## src/design/assert_macros.svh

```systemverilog
// Assertion macros used by the top-level RTL file.
`ifndef ASSERT_MACROS_SVH
`define ASSERT_MACROS_SVH

`ifndef SYNTHESIS
`define BB3_ASSERT_IMP(lbl, clk, rst_n, ante, cons) \
    lbl: assert property (@(posedge clk) disable iff (!(rst_n)) (ante) |-> (cons)) \
        else $error("bb3 assertion failed");
`define BB3_ASSERT_NXT(lbl, clk, rst_n, ante, cons) \
    lbl: assert property (@(posedge clk) disable iff (!(rst_n)) (ante) |=> (cons)) \
        else $error("bb3 assertion failed");
`else
`define BB3_ASSERT_IMP(lbl, clk, rst_n, ante, cons)
`define BB3_ASSERT_NXT(lbl, clk, rst_n, ante, cons)
`endif

`endif

```

## src/design/bb3_pkg.sv

```systemverilog
// Types and constants of the 3x3 RGB box blur.
package bb3_pkg;

    localparam int MAX_WIDTH_DEF  = 1024;
    localparam int MAX_HEIGHT_DEF = 4096;
    localparam int QUEUE_DEPTH    = 2;

    localparam logic [10:0] WIDTH_RST  = 11'd640;
    localparam logic [12:0] HEIGHT_RST = 13'd480;

    localparam logic REQ_PIXEL = 1'b0;
    localparam logic REQ_FLUSH = 1'b1;

    typedef enum logic {
        REG_WIDTH  = 1'b0,
        REG_HEIGHT = 1'b1
    } reg_idx_t;

    typedef struct packed {
        logic       req_type;
        logic [7:0] red_in;
        logic [7:0] green_in;
        logic [7:0] blue_in;
    } in_item_t;

    typedef struct packed {
        logic [7:0] red_out;
        logic [7:0] green_out;
        logic [7:0] blue_out;
        logic       last_pixel;
    } out_item_t;

    typedef struct packed {
        logic [7:0] r;
        logic [7:0] g;
        logic [7:0] b;
    } rgb_t;

    typedef struct packed {
        logic produce;
        logic last;
        logic top;
        logic bot;
        logic left;
        logic right;
    } ctrl_t;

    typedef struct packed {
        rgb_t  pix;
        ctrl_t ctrl;
    } work_t;

endpackage

```

## src/design/bb3_queue.sv

```systemverilog
// Short FIFO between front end and back end.
module bb3_queue #(
    parameter int DW = 8
) (
    input  logic          aclk,
    input  logic          aresetn,
    input  logic          push,
    input  logic [DW-1:0] din,
    output logic          full,
    input  logic          pop,
    output logic [DW-1:0] dout,
    output logic          empty
);
    import bb3_pkg::*;

    localparam int AW = (QUEUE_DEPTH > 1) ? $clog2(QUEUE_DEPTH) : 1;
    localparam int NW = $clog2(QUEUE_DEPTH + 1);

    logic [DW-1:0] mem_reg [QUEUE_DEPTH];
    logic [AW-1:0] wr_ptr_reg, rd_ptr_reg;
    logic [NW-1:0] cnt_reg;

    assign full  = cnt_reg == NW'(QUEUE_DEPTH);
    assign empty = cnt_reg == '0;
    assign dout  = mem_reg[rd_ptr_reg];

    always_ff @(posedge aclk) begin
        if (push) begin
            mem_reg[wr_ptr_reg] <= din;
        end
    end

    always_ff @(posedge aclk) begin
        if (!aresetn) begin
            wr_ptr_reg <= '0;
            rd_ptr_reg <= '0;
            cnt_reg    <= '0;
        end else begin
            if (push) begin
                wr_ptr_reg <= (32'(wr_ptr_reg) == QUEUE_DEPTH - 1) ? '0 : wr_ptr_reg + AW'(1);
            end
            if (pop) begin
                rd_ptr_reg <= (32'(rd_ptr_reg) == QUEUE_DEPTH - 1) ? '0 : rd_ptr_reg + AW'(1);
            end
            if (push && !pop) begin
                cnt_reg <= cnt_reg + NW'(1);
            end else if (pop && !push) begin
                cnt_reg <= cnt_reg - NW'(1);
            end
        end
    end

endmodule

```

## config.mk

```make
export PLATFORM = sky130hd
export DESIGN_NAME = bb3_queue
export DESIGN_NICKNAME = d
export VERILOG_FILES = /design/src/design/assert_macros.svh /design/src/design/bb3_pkg.sv /design/src/design/bb3_queue.sv
export SDC_FILE = /design/constraint.sdc
export NUM_CORES = 1
export LEC_CHECK = 0
export ABC_CLOCK_PERIOD_IN_PS = 1600
export BUFFER_PORTS_ARGS = -buffer_cell sky130_fd_sc_hd__buf_2
export CAP_MARGIN = 30
export CELL_PAD_IN_SITES_DETAIL_PLACEMENT = 2
export CELL_PAD_IN_SITES_GLOBAL_PLACEMENT = 2
export CORE_MARGIN = 1.5
export CORE_UTILIZATION = 36
export CTS_BUF_LIST = sky130_fd_sc_hd__clkbuf_8
export DETAILED_ROUTE_END_ITERATION = 8
export PLACE_DENSITY_LB_ADDON = 0.1
export SETUP_SLACK_MARGIN = 0.4
export SLEW_MARGIN = 20
export SYNTH_ARGS = -nofsm -noshare
export SYNTH_HDL_FRONTEND = slang
export SYNTH_SLANG_ARGS = --single-unit
export TNS_END_PERCENT = 20
```

## constraint.sdc

```tcl
create_clock -name aclk -period 1.6 [get_ports aclk]
set_input_delay 0.32 -clock aclk [delete_from_list [all_inputs] [get_ports aclk]]
set_output_delay 0.32 -clock aclk [all_outputs]
set_load 0.03 [all_outputs]
```

Word-level counts from Yosys, hierarchy flattened. Memories as Yosys holds them, arrays and structs flattened. A register that Yosys moved wholly into a read port is not among the register bits. Cells that the tools add are included.

Bits in registers: 4. Bits in writable memories: 16. Input port bits: 12. Memories kept: 1.

Memories: mem_reg (words 2, bits a word 8, rd ports 1, clocked after Yosys merged registers in 1, wr ports 1, line bb3_queue.sv:19) `logic [DW-1:0] mem_reg [QUEUE_DEPTH];`.

Add/sub/neg operators: 4. Reduce and logical (&&, ||, !) cells: 6. Equal/unequal tests: 1. Muxes and demuxes: 8.

Operator list (number): $mux W1 (6); $mux W2 (2); $add A1 B1 Y1 const B (2); $add A2 B1 Y2 const B (1); $eq A2 B2 Y1 const B (1); $logic_and A1 B1 Y1 (2); $logic_not A1 Y1 (2); $logic_not A2 Y1 (1); $reduce_bool A2 Y1 (1); $sub A2 B1 Y2 const B (1).

Depth between registers and ports, before layout.
Depth in word-level cells: 4. Depth in mapped cells: 5. Depth with buffers taken out: 5.

Worst setup path before layout. OpenSTA, ideal clock, no wires.

Path kind: reg-to-output. Start point: register (tool-made name). End point: output port dout[0]. Arrival: 0.880 ns. Required time: 1.280 ns. Path buffers: 1. Stages on the path, launching flop included: 3. Path slack: 0.400 ns. Cell sequence: dfxtp_1 buf_2 mux2_2.

RTL lines: end, declared (line bb3_queue.sv:11) `output logic [DW-1:0] dout,`.

==> results.toml <==
[outcome]
status = "finished, final reports clean"

[sta]
whs_ns = 0.2545
setup_tns_ns = 0
setup_viol = 0
period_share_pct = 93.57
setup_slack_ns = 0.1029
final-hold-violation-count = 0
maxSlewViolCount = 0
fmax_mhz = 668.0
max_slew_margin_pct = 72.95
fin_crit_ns = 1.497
skew_ns = 0.003692
rsz0062_at_grt = "yes"
tightest_slew_ns = 0.4057

[logic_synthesis]
synthMuxAreaShare_pct = 11.34
yosysUniqueCellTypes = 16
seq_area_frac_synth_pct = 73.07
synth_fa_ha_area_share_pct = 1.575
synth_compound_area_share_pct = 2.520
synth_area_um2 = 794.5
yosys_register_bits = 21
synth_cells = 47
synth_nets = 60
yosys_warnings = 0
synth-xor-area-share_pct = 3.307
syn_avg_cell_area_um2 = 16.90
synth_top_family_by_area = "multiplexers"
synth-simple-area-share_pct = 7.087

[cells_and_area]
nets = 86
syn2layout_area_growth_pct = 34.02
layout-drive-gt1-share_pct = 48.61
largest_reg_flops = 16
n_antenna_cell = 0
final_core_util_pct = 52.66

[drt]
detail-route-antenna-nets = 0
viasPerCell = 4.727
dr.first_iter.drc_count = 7
wl_per_cell_um = 16.20
routed_wl_um = 1604
drcViolationCount = 0
vias = 468
first_pass_iters = 2

[setup_path]
crit_end = "dout[4]"
cp.arrival_ns = 1.18
rr_worst_depth = 2
required_ns = 1.28
start_kind = "flop"
crit_fanout = 8
path_class = "flop to primary output"
timing.rr.end = "mem_reg[0][3]"
worstReg2RegStart = "wr_ptr_reg"
worst_setup_path_end_kind = "primary output"
r2r_setup_slack_ns = 0.49

[placed_design]
gp_congestion = 0.6673
io_buffers = 21
preCtsSetupSlack_ns = 0.1737
hpwl_um = 1080

[die]
fp.dieH_um = 49.98
die_area_mm2 = 0.002498
start_util_pct = 39.29
coreArea_mm2 = 0.002022
die_w_um = 49.98
row_count = 16
ios = 22

[cts]
clock_latency_ns = 0.25
clock_path_buffers = 2
clkSinkCount = 21
tritoncts = "yes"
cts.reportedPaths.clkPinSlew_ns = 0.07
cts_root_buffer = "clkbuf_8"
cts_buffers = 3
htreeDepth = 1
holdBufCountCts = 0

[global_routing]
antenna_found_initial = 0
grt_overflow = 0
grt_util_all_layers_pct = 15.03
grt_pass1_wl_um = 2649
grt_max_degree = 12
grt_pass1_vias = 539

[worst_hold_path]
min_path_type = "input pin to flop"
worstHoldPathCells = 1

[pwr]
ir_worst_vdd_mv = 0.6900
p_per_area_mw_per_mm2 = 1144
leakage_nw = 0.4417

[run]
maxCapViolCount = 0
## cells in the final DEF, fill, tap and decap left out, types with 2 or more instances in the layout
master / Yosys / final
edfxtp_1: 16 / 16
buf_2: 1 / 13
mux2_4: 0 / 8
buf_6: 0 / 8
and2_1: 4 / 4
dfxtp_1: 5 / 4
clkbuf_8: 0 / 3
inv_1: 1 / 2
xor2_1: 2 / 2
nor2b_1: 2 / 2
## per-stage QoR
stage          cells  instance area, um2  power, mW
6_report          99                1065      1.218
4_1_cts           99                1065      1.228
5_1_grt           99                1065      1.276
3_5_place_dp      95               935.9     0.8525
2_1_floorplan     47               794.5     0.7876
3_3_place_gp      95               935.9     0.8430
## worst max-delay path, stage by stage (launching register included)
cell and delay [ns]:
dfxtp_4 0.45, mux2_4 0.33, buf_6 0.14
## repair_timing
item                                    in CTS  in global routing
resized for setup                           26                  0
endpoints found under the setup margin      10                 10
setup buffers                                0                  0
endpoints found under the hold margin        0                  0
## report_power, final
| group | internal, mW | switching [mW] | total (mW) | leakage [nW] |
|---|---|---|---|---|
| Combinational | 0.114 | 0.120 | 0.234 | 0.222 |
| Sequential | 0.625 | 0.0275 | 0.652 | 0.192 |
| Clock | 0.171 | 0.161 | 0.331 | 0.0269 |
| Total | 0.910 | 0.308 | 1.22 | 0.442 |
## final cells by class
cell class	instances	area, um2
fill	185	957.2
timing repair buffer	22	162.7
multi-input combinational	24	235.2
sequential	21	584.3
clock inverter	1	3.754
inverter	1	3.754
tap	27	33.78
clock buffer	3	41.29
## synthesized netlist by cell type, drive strengths merged
| master | count | area (um2) |
|---|---|---|
| xnor2 | 1 | 8.760 |
| ha | 1 | 12.51 |
| o21a | 1 | 7.510 |
| xor2 | 2 | 17.52 |
| a21boi | 1 | 7.510 |
| and2 | 4 | 25.02 |
| dfxtp | 5 | 100.1 |
| inv | 1 | 3.750 |
| nor2b | 2 | 12.51 |
| edfxtp | 16 | 480.5 |
| buf | 1 | 5.000 |
| nor2 | 1 | 3.750 |
| and2b | 1 | 8.760 |
| o21ai | 1 | 5.000 |
| mux2 | 8 | 90.09 |
| or3 | 1 | 6.260 |
## routing by layer
| metal | wire length, um | share of wire, % | up-vias | track usage (%) |
|---|---|---|---|---|
| met2 | 891 | 56 | 16 | 26.97 |
| li1 | - | - | 217 | - |
| met1 | 619 | 39 | 231 | 16.60 |
| met4 | 30 | 1.9 | 0 | 6.019 |
| met3 | 63 | 3.9 | 4 | 3.939 |
| met5 | 0 | 0 | - | 0 |
## how the worst min path moves through the flow
stage	startpoint	to	slack [ns]
finish	din[4]	mem_reg[1][4]	0.25
global route	din[7]	mem_reg[0][7]	0.25
CTS	din[1]	mem_reg[1][1]	0.25
detailed placement	cnt_reg[1]	cnt_reg[1]	0.50
global placement	cnt_reg[1]	cnt_reg[1]	0.49
floorplan	din[0]	mem_reg[0][0]	0.42
## cells by family after synthesis
| group | after synthesis |
|---|---|
| adders and majority gates | 1 |
| DFF | 21 |
| buffers and inverters | 2 |
| xor gates and xnor gates | 3 |
| and+or+nand+nor | 9 |
| AOI/OAI and AO/OA | 3 |
| muxes | 8 |
Power figures use the tool's default switching activity.
