--- src/design/assert_macros.svh ---
// Assertion macros used by the top-level RTL file.
`ifndef ASSERT_MACROS_SVH
`define ASSERT_MACROS_SVH

`ifndef SYNTHESIS
`define BB3_ASSERT_IMP(lbl, clk, rst_n, ante, cons) \
    lbl: assert property (@(posedge clk) disable iff (!(rst_n)) (ante) |-> (cons)) \
        else $error("bb3 assertion failed");
`define BB3_ASSERT_NXT(lbl, clk, rst_n, ante, cons) \
    lbl: assert property (@(posedge clk) disable iff (!(rst_n)) (ante) |=> (cons)) \
        else $error("bb3 assertion failed");
`else
`define BB3_ASSERT_IMP(lbl, clk, rst_n, ante, cons)
`define BB3_ASSERT_NXT(lbl, clk, rst_n, ante, cons)
`endif

`endif

--- src/design/bb3_pkg.sv ---
// Types and constants of the 3x3 RGB box blur.
package bb3_pkg;

    localparam int MAX_WIDTH_DEF  = 1024;
    localparam int MAX_HEIGHT_DEF = 4096;
    localparam int QUEUE_DEPTH    = 2;

    localparam logic [10:0] WIDTH_RST  = 11'd640;
    localparam logic [12:0] HEIGHT_RST = 13'd480;

    localparam logic REQ_PIXEL = 1'b0;
    localparam logic REQ_FLUSH = 1'b1;

    typedef enum logic {
        REG_WIDTH  = 1'b0,
        REG_HEIGHT = 1'b1
    } reg_idx_t;

    typedef struct packed {
        logic       req_type;
        logic [7:0] red_in;
        logic [7:0] green_in;
        logic [7:0] blue_in;
    } in_item_t;

    typedef struct packed {
        logic [7:0] red_out;
        logic [7:0] green_out;
        logic [7:0] blue_out;
        logic       last_pixel;
    } out_item_t;

    typedef struct packed {
        logic [7:0] r;
        logic [7:0] g;
        logic [7:0] b;
    } rgb_t;

    typedef struct packed {
        logic produce;
        logic last;
        logic top;
        logic bot;
        logic left;
        logic right;
    } ctrl_t;

    typedef struct packed {
        rgb_t  pix;
        ctrl_t ctrl;
    } work_t;

endpackage

--- src/design/bb3_front.sv ---
// Front end: accepts items, tracks frame position, classifies each item.
module bb3_front #(
    parameter int MAX_WIDTH  = 1024,
    parameter int MAX_HEIGHT = 4096,
    localparam int CW = (MAX_WIDTH > 1) ? $clog2(MAX_WIDTH) : 1
) (
    input  logic               aclk,
    input  logic               aresetn,
    input  logic [10:0]        cfg_width,
    input  logic [12:0]        cfg_height,
    input  logic               cfg_wr,
    input  logic               s_valid,
    output logic               s_ready,
    input  bb3_pkg::in_item_t  s_data,
    input  logic               full,
    output logic               push,
    output logic [CW-1:0]      push_col,
    output bb3_pkg::work_t     push_work
);
    import bb3_pkg::*;

    localparam int WW = $clog2(MAX_WIDTH + 1);
    localparam int HW = $clog2(MAX_HEIGHT + 1);
    localparam int RW = $clog2(MAX_HEIGHT + 2);

    logic [WW-1:0] w_eff;
    logic [HW-1:0] h_eff;
    logic [CW-1:0] in_col_reg, in_col_next, out_col_reg, out_col_next;
    logic [RW-1:0] in_row_reg, in_row_next, out_row_reg, out_row_next;
    logic          in_frame, drop, accept;
    ctrl_t         ctrl;

    always_comb begin
        if (cfg_width == 11'd0) begin
            w_eff = WW'(1);
        end else if (32'(cfg_width) > 32'(MAX_WIDTH)) begin
            w_eff = WW'(MAX_WIDTH);
        end else begin
            w_eff = WW'(cfg_width);
        end
        if (cfg_height == 13'd0) begin
            h_eff = HW'(1);
        end else if (32'(cfg_height) > 32'(MAX_HEIGHT)) begin
            h_eff = HW'(MAX_HEIGHT);
        end else begin
            h_eff = HW'(cfg_height);
        end
    end

    assign s_ready  = !full;
    assign accept   = s_valid && s_ready;
    assign in_frame = 32'(in_row_reg) < 32'(h_eff);
    assign drop     = (s_data.req_type == REQ_FLUSH) && in_frame;
    assign push     = accept && !drop;
    assign push_col = in_col_reg;

    always_comb begin
        ctrl.produce = (32'(in_row_reg) >= 32'd2) ||
                       ((32'(in_row_reg) == 32'd1) && (in_col_reg != '0));
        ctrl.top   = out_row_reg != '0;
        ctrl.bot   = 32'(out_row_reg) + 32'd1 < 32'(h_eff);
        ctrl.left  = out_col_reg != '0;
        ctrl.right = 32'(out_col_reg) + 32'd1 < 32'(w_eff);
        ctrl.last  = ctrl.produce && (32'(out_row_reg) + 32'd1 == 32'(h_eff)) &&
                     (32'(out_col_reg) + 32'd1 == 32'(w_eff));
        push_work.ctrl = ctrl;
        if (in_frame) begin
            push_work.pix = '{r: s_data.red_in, g: s_data.green_in, b: s_data.blue_in};
        end else begin
            push_work.pix = '0;
        end
    end

    always_comb begin
        in_col_next  = in_col_reg;
        in_row_next  = in_row_reg;
        out_col_next = out_col_reg;
        out_row_next = out_row_reg;
        if (cfg_wr) begin
            in_col_next  = '0;
            in_row_next  = '0;
            out_col_next = '0;
            out_row_next = '0;
        end else if (push) begin
            if (32'(in_col_reg) + 32'd1 >= 32'(w_eff)) begin
                in_col_next = '0;
                in_row_next = in_row_reg + RW'(1);
            end else begin
                in_col_next = in_col_reg + CW'(1);
            end
            if (ctrl.produce) begin
                if (32'(out_col_reg) + 32'd1 >= 32'(w_eff)) begin
                    out_col_next = '0;
                    out_row_next = out_row_reg + RW'(1);
                end else begin
                    out_col_next = out_col_reg + CW'(1);
                end
            end
            if (ctrl.last) begin
                in_col_next  = '0;
                in_row_next  = '0;
                out_col_next = '0;
                out_row_next = '0;
            end
        end
    end

    always_ff @(posedge aclk) begin
        if (!aresetn) begin
            in_col_reg  <= '0;
            in_row_reg  <= '0;
            out_col_reg <= '0;
            out_row_reg <= '0;
        end else begin
            in_col_reg  <= in_col_next;
            in_row_reg  <= in_row_next;
            out_col_reg <= out_col_next;
            out_row_reg <= out_row_next;
        end
    end

endmodule

--- config.mk ---
export PLATFORM = sky130hd
export DESIGN_NAME = bb3_front
export DESIGN_NICKNAME = d
export VERILOG_FILES = /design/src/design/assert_macros.svh /design/src/design/bb3_pkg.sv /design/src/design/bb3_front.sv
export SDC_FILE = /design/constraint.sdc
export NUM_CORES = 1
export LEC_CHECK = 0
export ABC_CLOCK_PERIOD_IN_PS = 5400
export BUFFER_PORTS_ARGS = -buffer_cell sky130_fd_sc_hd__buf_2
export CELL_PAD_IN_SITES_DETAIL_PLACEMENT = 0
export CELL_PAD_IN_SITES_GLOBAL_PLACEMENT = 2
export CORE_MARGIN = 3
export CORE_UTILIZATION = 30
export CTS_CLUSTER_DIAMETER = 100
export CTS_CLUSTER_SIZE = 25
export DETAILED_ROUTE_END_ITERATION = 6
export PLACE_DENSITY_LB_ADDON = 0.1
export SKIP_CTS_REPAIR_TIMING = 1
export SLEW_MARGIN = 10
export SYNTH_ARGS = -nofsm -noshare
export SYNTH_HDL_FRONTEND = slang
export SYNTH_SLANG_ARGS = --single-unit
--- constraint.sdc ---
create_clock -name aclk -period 5.4 [get_ports aclk]
set_input_delay 0 -clock aclk [delete_from_list [all_inputs] [get_ports aclk]]
set_output_delay 0 -clock aclk [all_outputs]
set_load 0.02 [all_outputs]
---- Word level (Yosys, flattened, before mapping) ----
Cells that the tools add are included.
word-level totals
  logic and storage cells ................. 59
  bits of input ports ..................... 54
  register bits ........................... 46
cells by class
  magnitude comparators ................... 8
  add/subtract/negate cells ............... 7
  bitwise gates (word level) .............. 1
  multiplexer cells ....................... 15
  eq/ne operators ......................... 3
  reduce and logical (&&, ||, !) cells .... 21
operators with widths
  cell                                                                     count
  13-bit 2-to-1 mux                                                        7
  10-bit 2-to-1 mux                                                        5
  32-bit by 11-bit == test with 1-bit output                               1
  32-bit by 11-bit less-than comparator with 1-bit output                  1
  32-bit by 13-bit less-than comparator with 1-bit output                  1
  13-bit by 1-bit adder with 13-bit output (second input constant)         2
  24-bit 2-to-1 mux                                                        1
  10-bit by 1-bit adder with 11-bit output (second input constant)         2
  11-bit >= comparator                                                     2
  11-bit 2-to-1 mux                                                        2
  10-bit by 1-bit adder with 10-bit output (second input constant)         2
  10-bit nonzero test                                                      2
  13-bit by 1-bit adder with 14-bit output (second input constant)         1
  14-bit by 13-bit == test with 1-bit output                               1
  13-bit by 1-bit == test with 1-bit output (second input constant)        1
  13-bit by 2-bit >= comparator with 1-bit output (second input constant)  1
  13-bit > comparator (second input constant)                              1
  13-bit logical NOT                                                       1
  13-bit less-than comparator                                              1
  13-bit nonzero test                                                      1
  11-bit > comparator (second input constant)                              1
  11-bit logical NOT                                                       1
  1-bit logical AND                                                        6
  2-bit nonzero test                                                       3
  other kinds (6)                                                          8

---- Longest topological paths before layout ----
  word-level depth ........................ 8
  mapped depth ............................ 18
  gate-level depth less buffers ........... 14

---- Worst setup path after synthesis ----
OpenSTA, ideal clock, no wires.
  path type ............................... reg-to-reg
  from .................................... reg out_row_reg[0]
  to ...................................... reg in_row_reg[11]
  stages on the path, launching flop included .. 19
  required time ........................... 5268 ps
  buffers on the path ..................... 4
  setup slack ............................. 2011 ps
  period minus slack after synthesis ...... 3389 ps
  arrival ................................. 3257 ps
  cells stage by stage .................... dfxtp_1 ha_1 nand3_1 or2_2 clkbuf_1 nor2_1 xnor2_1 ha_1 and4_1 and3_1 nand3_1 or3_4 buf_6 inv_4 buf_6 buf_6 a31oi_1 o31ai_1 a21oi_1
RTL lines
  element                 line              text
  from (decl)             bb3_front.sv:29   logic [RW-1:0] in_row_reg, in_row_next, out_row_reg, out_row_next;
  from (signal assigned)  bb3_front.sv:118  out_row_reg <= out_row_next;
  to (signal assigned)    bb3_front.sv:116  in_row_reg <= in_row_next;
  to (decl)               bb3_front.sv:29

---- Worst setup path in the final report ----
  from .................................... reg out_col_reg[2]
  to ...................................... reg out_row_reg[4]
between the ends
  cells in the longest elaborated chain, start to end .. 5
  elaborated cells on any way between the ends .. 8
  classes of those cells .................. add/sub (1); order compare (1); eq/ne (1); mux (1); reduce/logical (4)
RTL lines
  element                                                                       line                              text
  from (decl)                                                                   bb3_front.sv:28                   logic [CW-1:0] in_col_reg, in_col_next, out_col_reg, out_col_next;
  from (signal assigned)                                                        bb3_front.sv:117                  out_col_reg <= out_col_next;
  10-bit by 1-bit adder with 11-bit output (*)                                  bb3_front.sv:65, bb3_front.sv:92
  parallel branches: the longest is 4 deep, another holds 11-bit >= comparator  --
Mark *: on every way between the ends.
A chain may end at the register's enable or synchronous reset.

==> summary.md <==
| Metric | Value |
|---|---|
| Status | `finished clean` |
| Syn_nets | `between 600 and 700` |
| Post-layout minimum cycle time | `about 4.0 ns` |
| CTS max path bufs | `2` |
| Initial DRC Count | `~220` |
| Num CTS Buffers | `5` |
| Post-synth top cells | `ha_1 (56), dfxtp_1 (46), nand2_1 (46)` |
| First-pass GRT wire length | `20.29 mm` |
| Avg Cell Area, Syn | `around 8 µm²` |
| Final worst path period share | `between 70% and 80%` |
| VDD IR-drop max | `between 0.1 and 0.15 mV` |
| CTS H-tree lvls | `2` |
| Worst setup path category | `reg2reg` |
| CP peak stage delay | `0.85 ns` |
| Root Buffer Master | `clkbuf_16` |
| Total gr overflow | `0` |
| Synthesis-stage register bit count | `46` |
| Die area | `about 16000 µm²` |
| Worst-Skew Late Latency | `about 0.30 ns` |
| Max Slew Vio Count | `0` |
| Most frequent CP cell | `nand3_1` |
| Slew HR | `approximately a quarter` |
| Delay-heaviest family, CP | `simple AND/OR/NAND/NOR gates` |
| Antenna-violating nets left | `0` |
| Worst slew pin tran | `~1.1 ns` |
| Share of layout cells above drive strength 1 | `between 20% and 30%` |
| Most numerous cell in the Yosys netlist | `ha_1` |
| Total negative slack | `0 ns` |
| P_int | `615.5 µW` |
| Clock transition at the registers of the reported paths | `around 0.070 ns` |
| Total track usage | `about 16%` |
| Vias per inst | `about 5.2` |
| Core area | `13930 µm²` |
| Final setup viols | `0` |
| EDFF count, synth | `0` |
| RSZ-0062 raised after global routing | `no` |
| Seq/Total Area, Yosys | `between 20% and 30%` |
| Drt first pass iters | `4` |
| CTS tree | `yes` |
| Hold Vio Cnt, Final | `0` |
| Critical path arrival | `4.20 ns` |
| Layout Nets | `approximately 720` |
| CP Launch Type | `register` |
| PortBufs | `95` |
| Antenna violations before repair | `0` |
| DR DRC count | `0` |
| Clock power share | `44.5%` |
| Ant. Diodes | `0` |
| Area growth syn-to-layout | `17.55%` |
| Predominant post-synthesis flop cell | `dfxtp_1` |
| Synth area leaders | `dfxtp_1 (21%), ha_1 (16%), and2_1 (4.5%)` |
| Comb power frac | `14.6%` |
| Final Skew | `0.008415 ns` |
| RD Place Congestion | `between 0.8 and 0.9` |
| Critical Path Slowest Stage Cell | `nor3_2` |
| Synth unique cells | `67` |
| Post-Route WL | `around 12 mm` |
| Synth area leader | `dfxtp_1` |
| Gate Count Post-Synth | `between 500 and 600` |
| Dpl hpwl | `between 9 and 10 mm` |
| Die Ht | `125.5 µm` |
| Critical path buffer and inverter count | `1` |
| Avg WL per Cell | `around 16 µm` |
| Die Width | `~130 µm` |
| F_max | `between 200 and 250 MHz` |
| Clock sink total | `between 40 and 50` |
| Sw Ratio | `26.03%` |
| HP Class | `in2reg` |
| P_sw | `approximately 220 µW` |
| Power per cell area | `~170 nW/µm²` |
| Worst Path Required | `approximately 5.6 ns` |
| Sequential share of power | `approximately two fifths` |
| Final core utilization | `a little over a third` |
| Vias in the first global route | `roughly 4000` |
| Mapped Area | `around 4300 µm²` |
| Starting Density | `a little under a third` |
| Crit-path max FO | `13` |
| Max-Cap Viols | `0` |
| Synth Warn # | `0` |
| CP Capture Type | `register` |
| Vias | `roughly 4000` |
| Num ports | `96` |
| CP cell instances | `nand3_1, nor2_1, and3_1, nand3_1, xnor2_1, ha_1, nand3_1, o21bai_1, a211oi_1, nor3_1, buf_4, nor3_2, o21ai_1, a32o_1` |
| Asr flop ratio synth | `0%` |
| Num rows | `43` |
| Pleak | `between 0.002 and 0.0025 µW` |
| Post-synth top area share | `between 20% and 30%` |
| Largest net degree at the start of global routing | `46` |
final timing paths:
path | from | end | slack [ns] | cells after the start
setup / recovery | out_col_reg[2] | out_row_reg[4] | 1.40 | 14
hold / removal | cfg_wr | in_row_reg[0] | 0.16 | 4
setup reg to reg | out_col_reg[2] | out_row_reg[4] | 1.40 | 14
hold reg to reg | out_col_reg[1] | out_col_reg[1] | 0.50 | 2
worst min-delay path, cell delays in order:
cell	delay, ns
buf_2	0.09
nor2b_2	0.15
nand2_1	0.11
o2bb2ai_1	0.06
per-layer routing:
layer	vias up	part of all wire, %	global-route usage, %
met3	12	5.1	3.631
met4	0	1.2	3.189
met5	-	0	0
met1	1880	48	20.68
li1	2108	-	-
met2	107	45	26.05
cell usage in the layout, fill, tap and decap left out, types with 3 or more instances in the layout:
cell type  netlist  routed
buf_2            3      95
ha_1            56      56
nand2_1         46      46
dfxtp_1         46      46
nor2_1          45      45
and2_1          31      31
a21oi_1         26      25
nand3_1         22      22
xnor2_1         20      20
inv_1           19      19
and3_1          16      16
o21ai_0         13      13
nor4_1          12      12
a32o_1          12      12
nor3_1          11      11
nand4_1         10      10
o21ai_1         10      10
nor3b_1          9       9
mux2i_1          9       9
a21o_1           8       8
xor2_1           7       7
o21a_1           5       5
a22oi_1          5       5
clkbuf_16        0       5
a211oi_1         4       4
a31oi_1          4       4
or3_1            4       4
nand3b_1         4       4
or2_2            3       3
nor2b_1          4       3
nand2b_1         3       3
a211o_1          3       3
a221oi_1         3       3
kinds of logic after synthesis:
family	share of synthesized area, %
and+or+nand+nor	30.84
AOI/OAI and AO/OA	18.55
adders and majority gates	16.36
buffers and inverters	5.140
DFF	21.50
xor gates and xnor gates	5.520
muxes	2.103
power by group through the flow:
stage / sequential, µW / clock (µW) / combinational, µW
global placement: 348 / 0 / 123
finish: 340 / 371 / 122
CTS: 340 / 387 / 124
floorplan: 348 / 0 / 73.7
detailed placement: 348 / 0 / 123
global route: 340 / 399 / 137
layout make-up:
type / instances / area, µm²
clock buffer: 6 / 138.9
clock inverter: 1 / 30.03
fill: 1481 / 8899
inverter: 21 / 81.33
multi-input combinational: 442 / 3149
sequential: 46 / 920.9
tap: 180 / 225.2
timing repair buffer: 97 / 490.5
through the flow:
step | area [µm²] | cells | hold slack [ns] | total power (µW) | worst slack [ns]
final | 5036 | 793 | 0.1636 | 832.1 | 1.396
after global placement | 4863 | 786 | 0.2562 | 471.0 | 1.484
after global routing | 5036 | 793 | 0.2086 | 875.3 | 1.071
after detailed placement | 4863 | 786 | 0.2588 | 470.9 | 1.413
after CTS | 5032 | 793 | 0.1729 | 850.5 | 1.393
after floorplan | 4284 | 535 | 0.08411 | 421.2 | 2.011
Power figures use the tool's default switching activity.
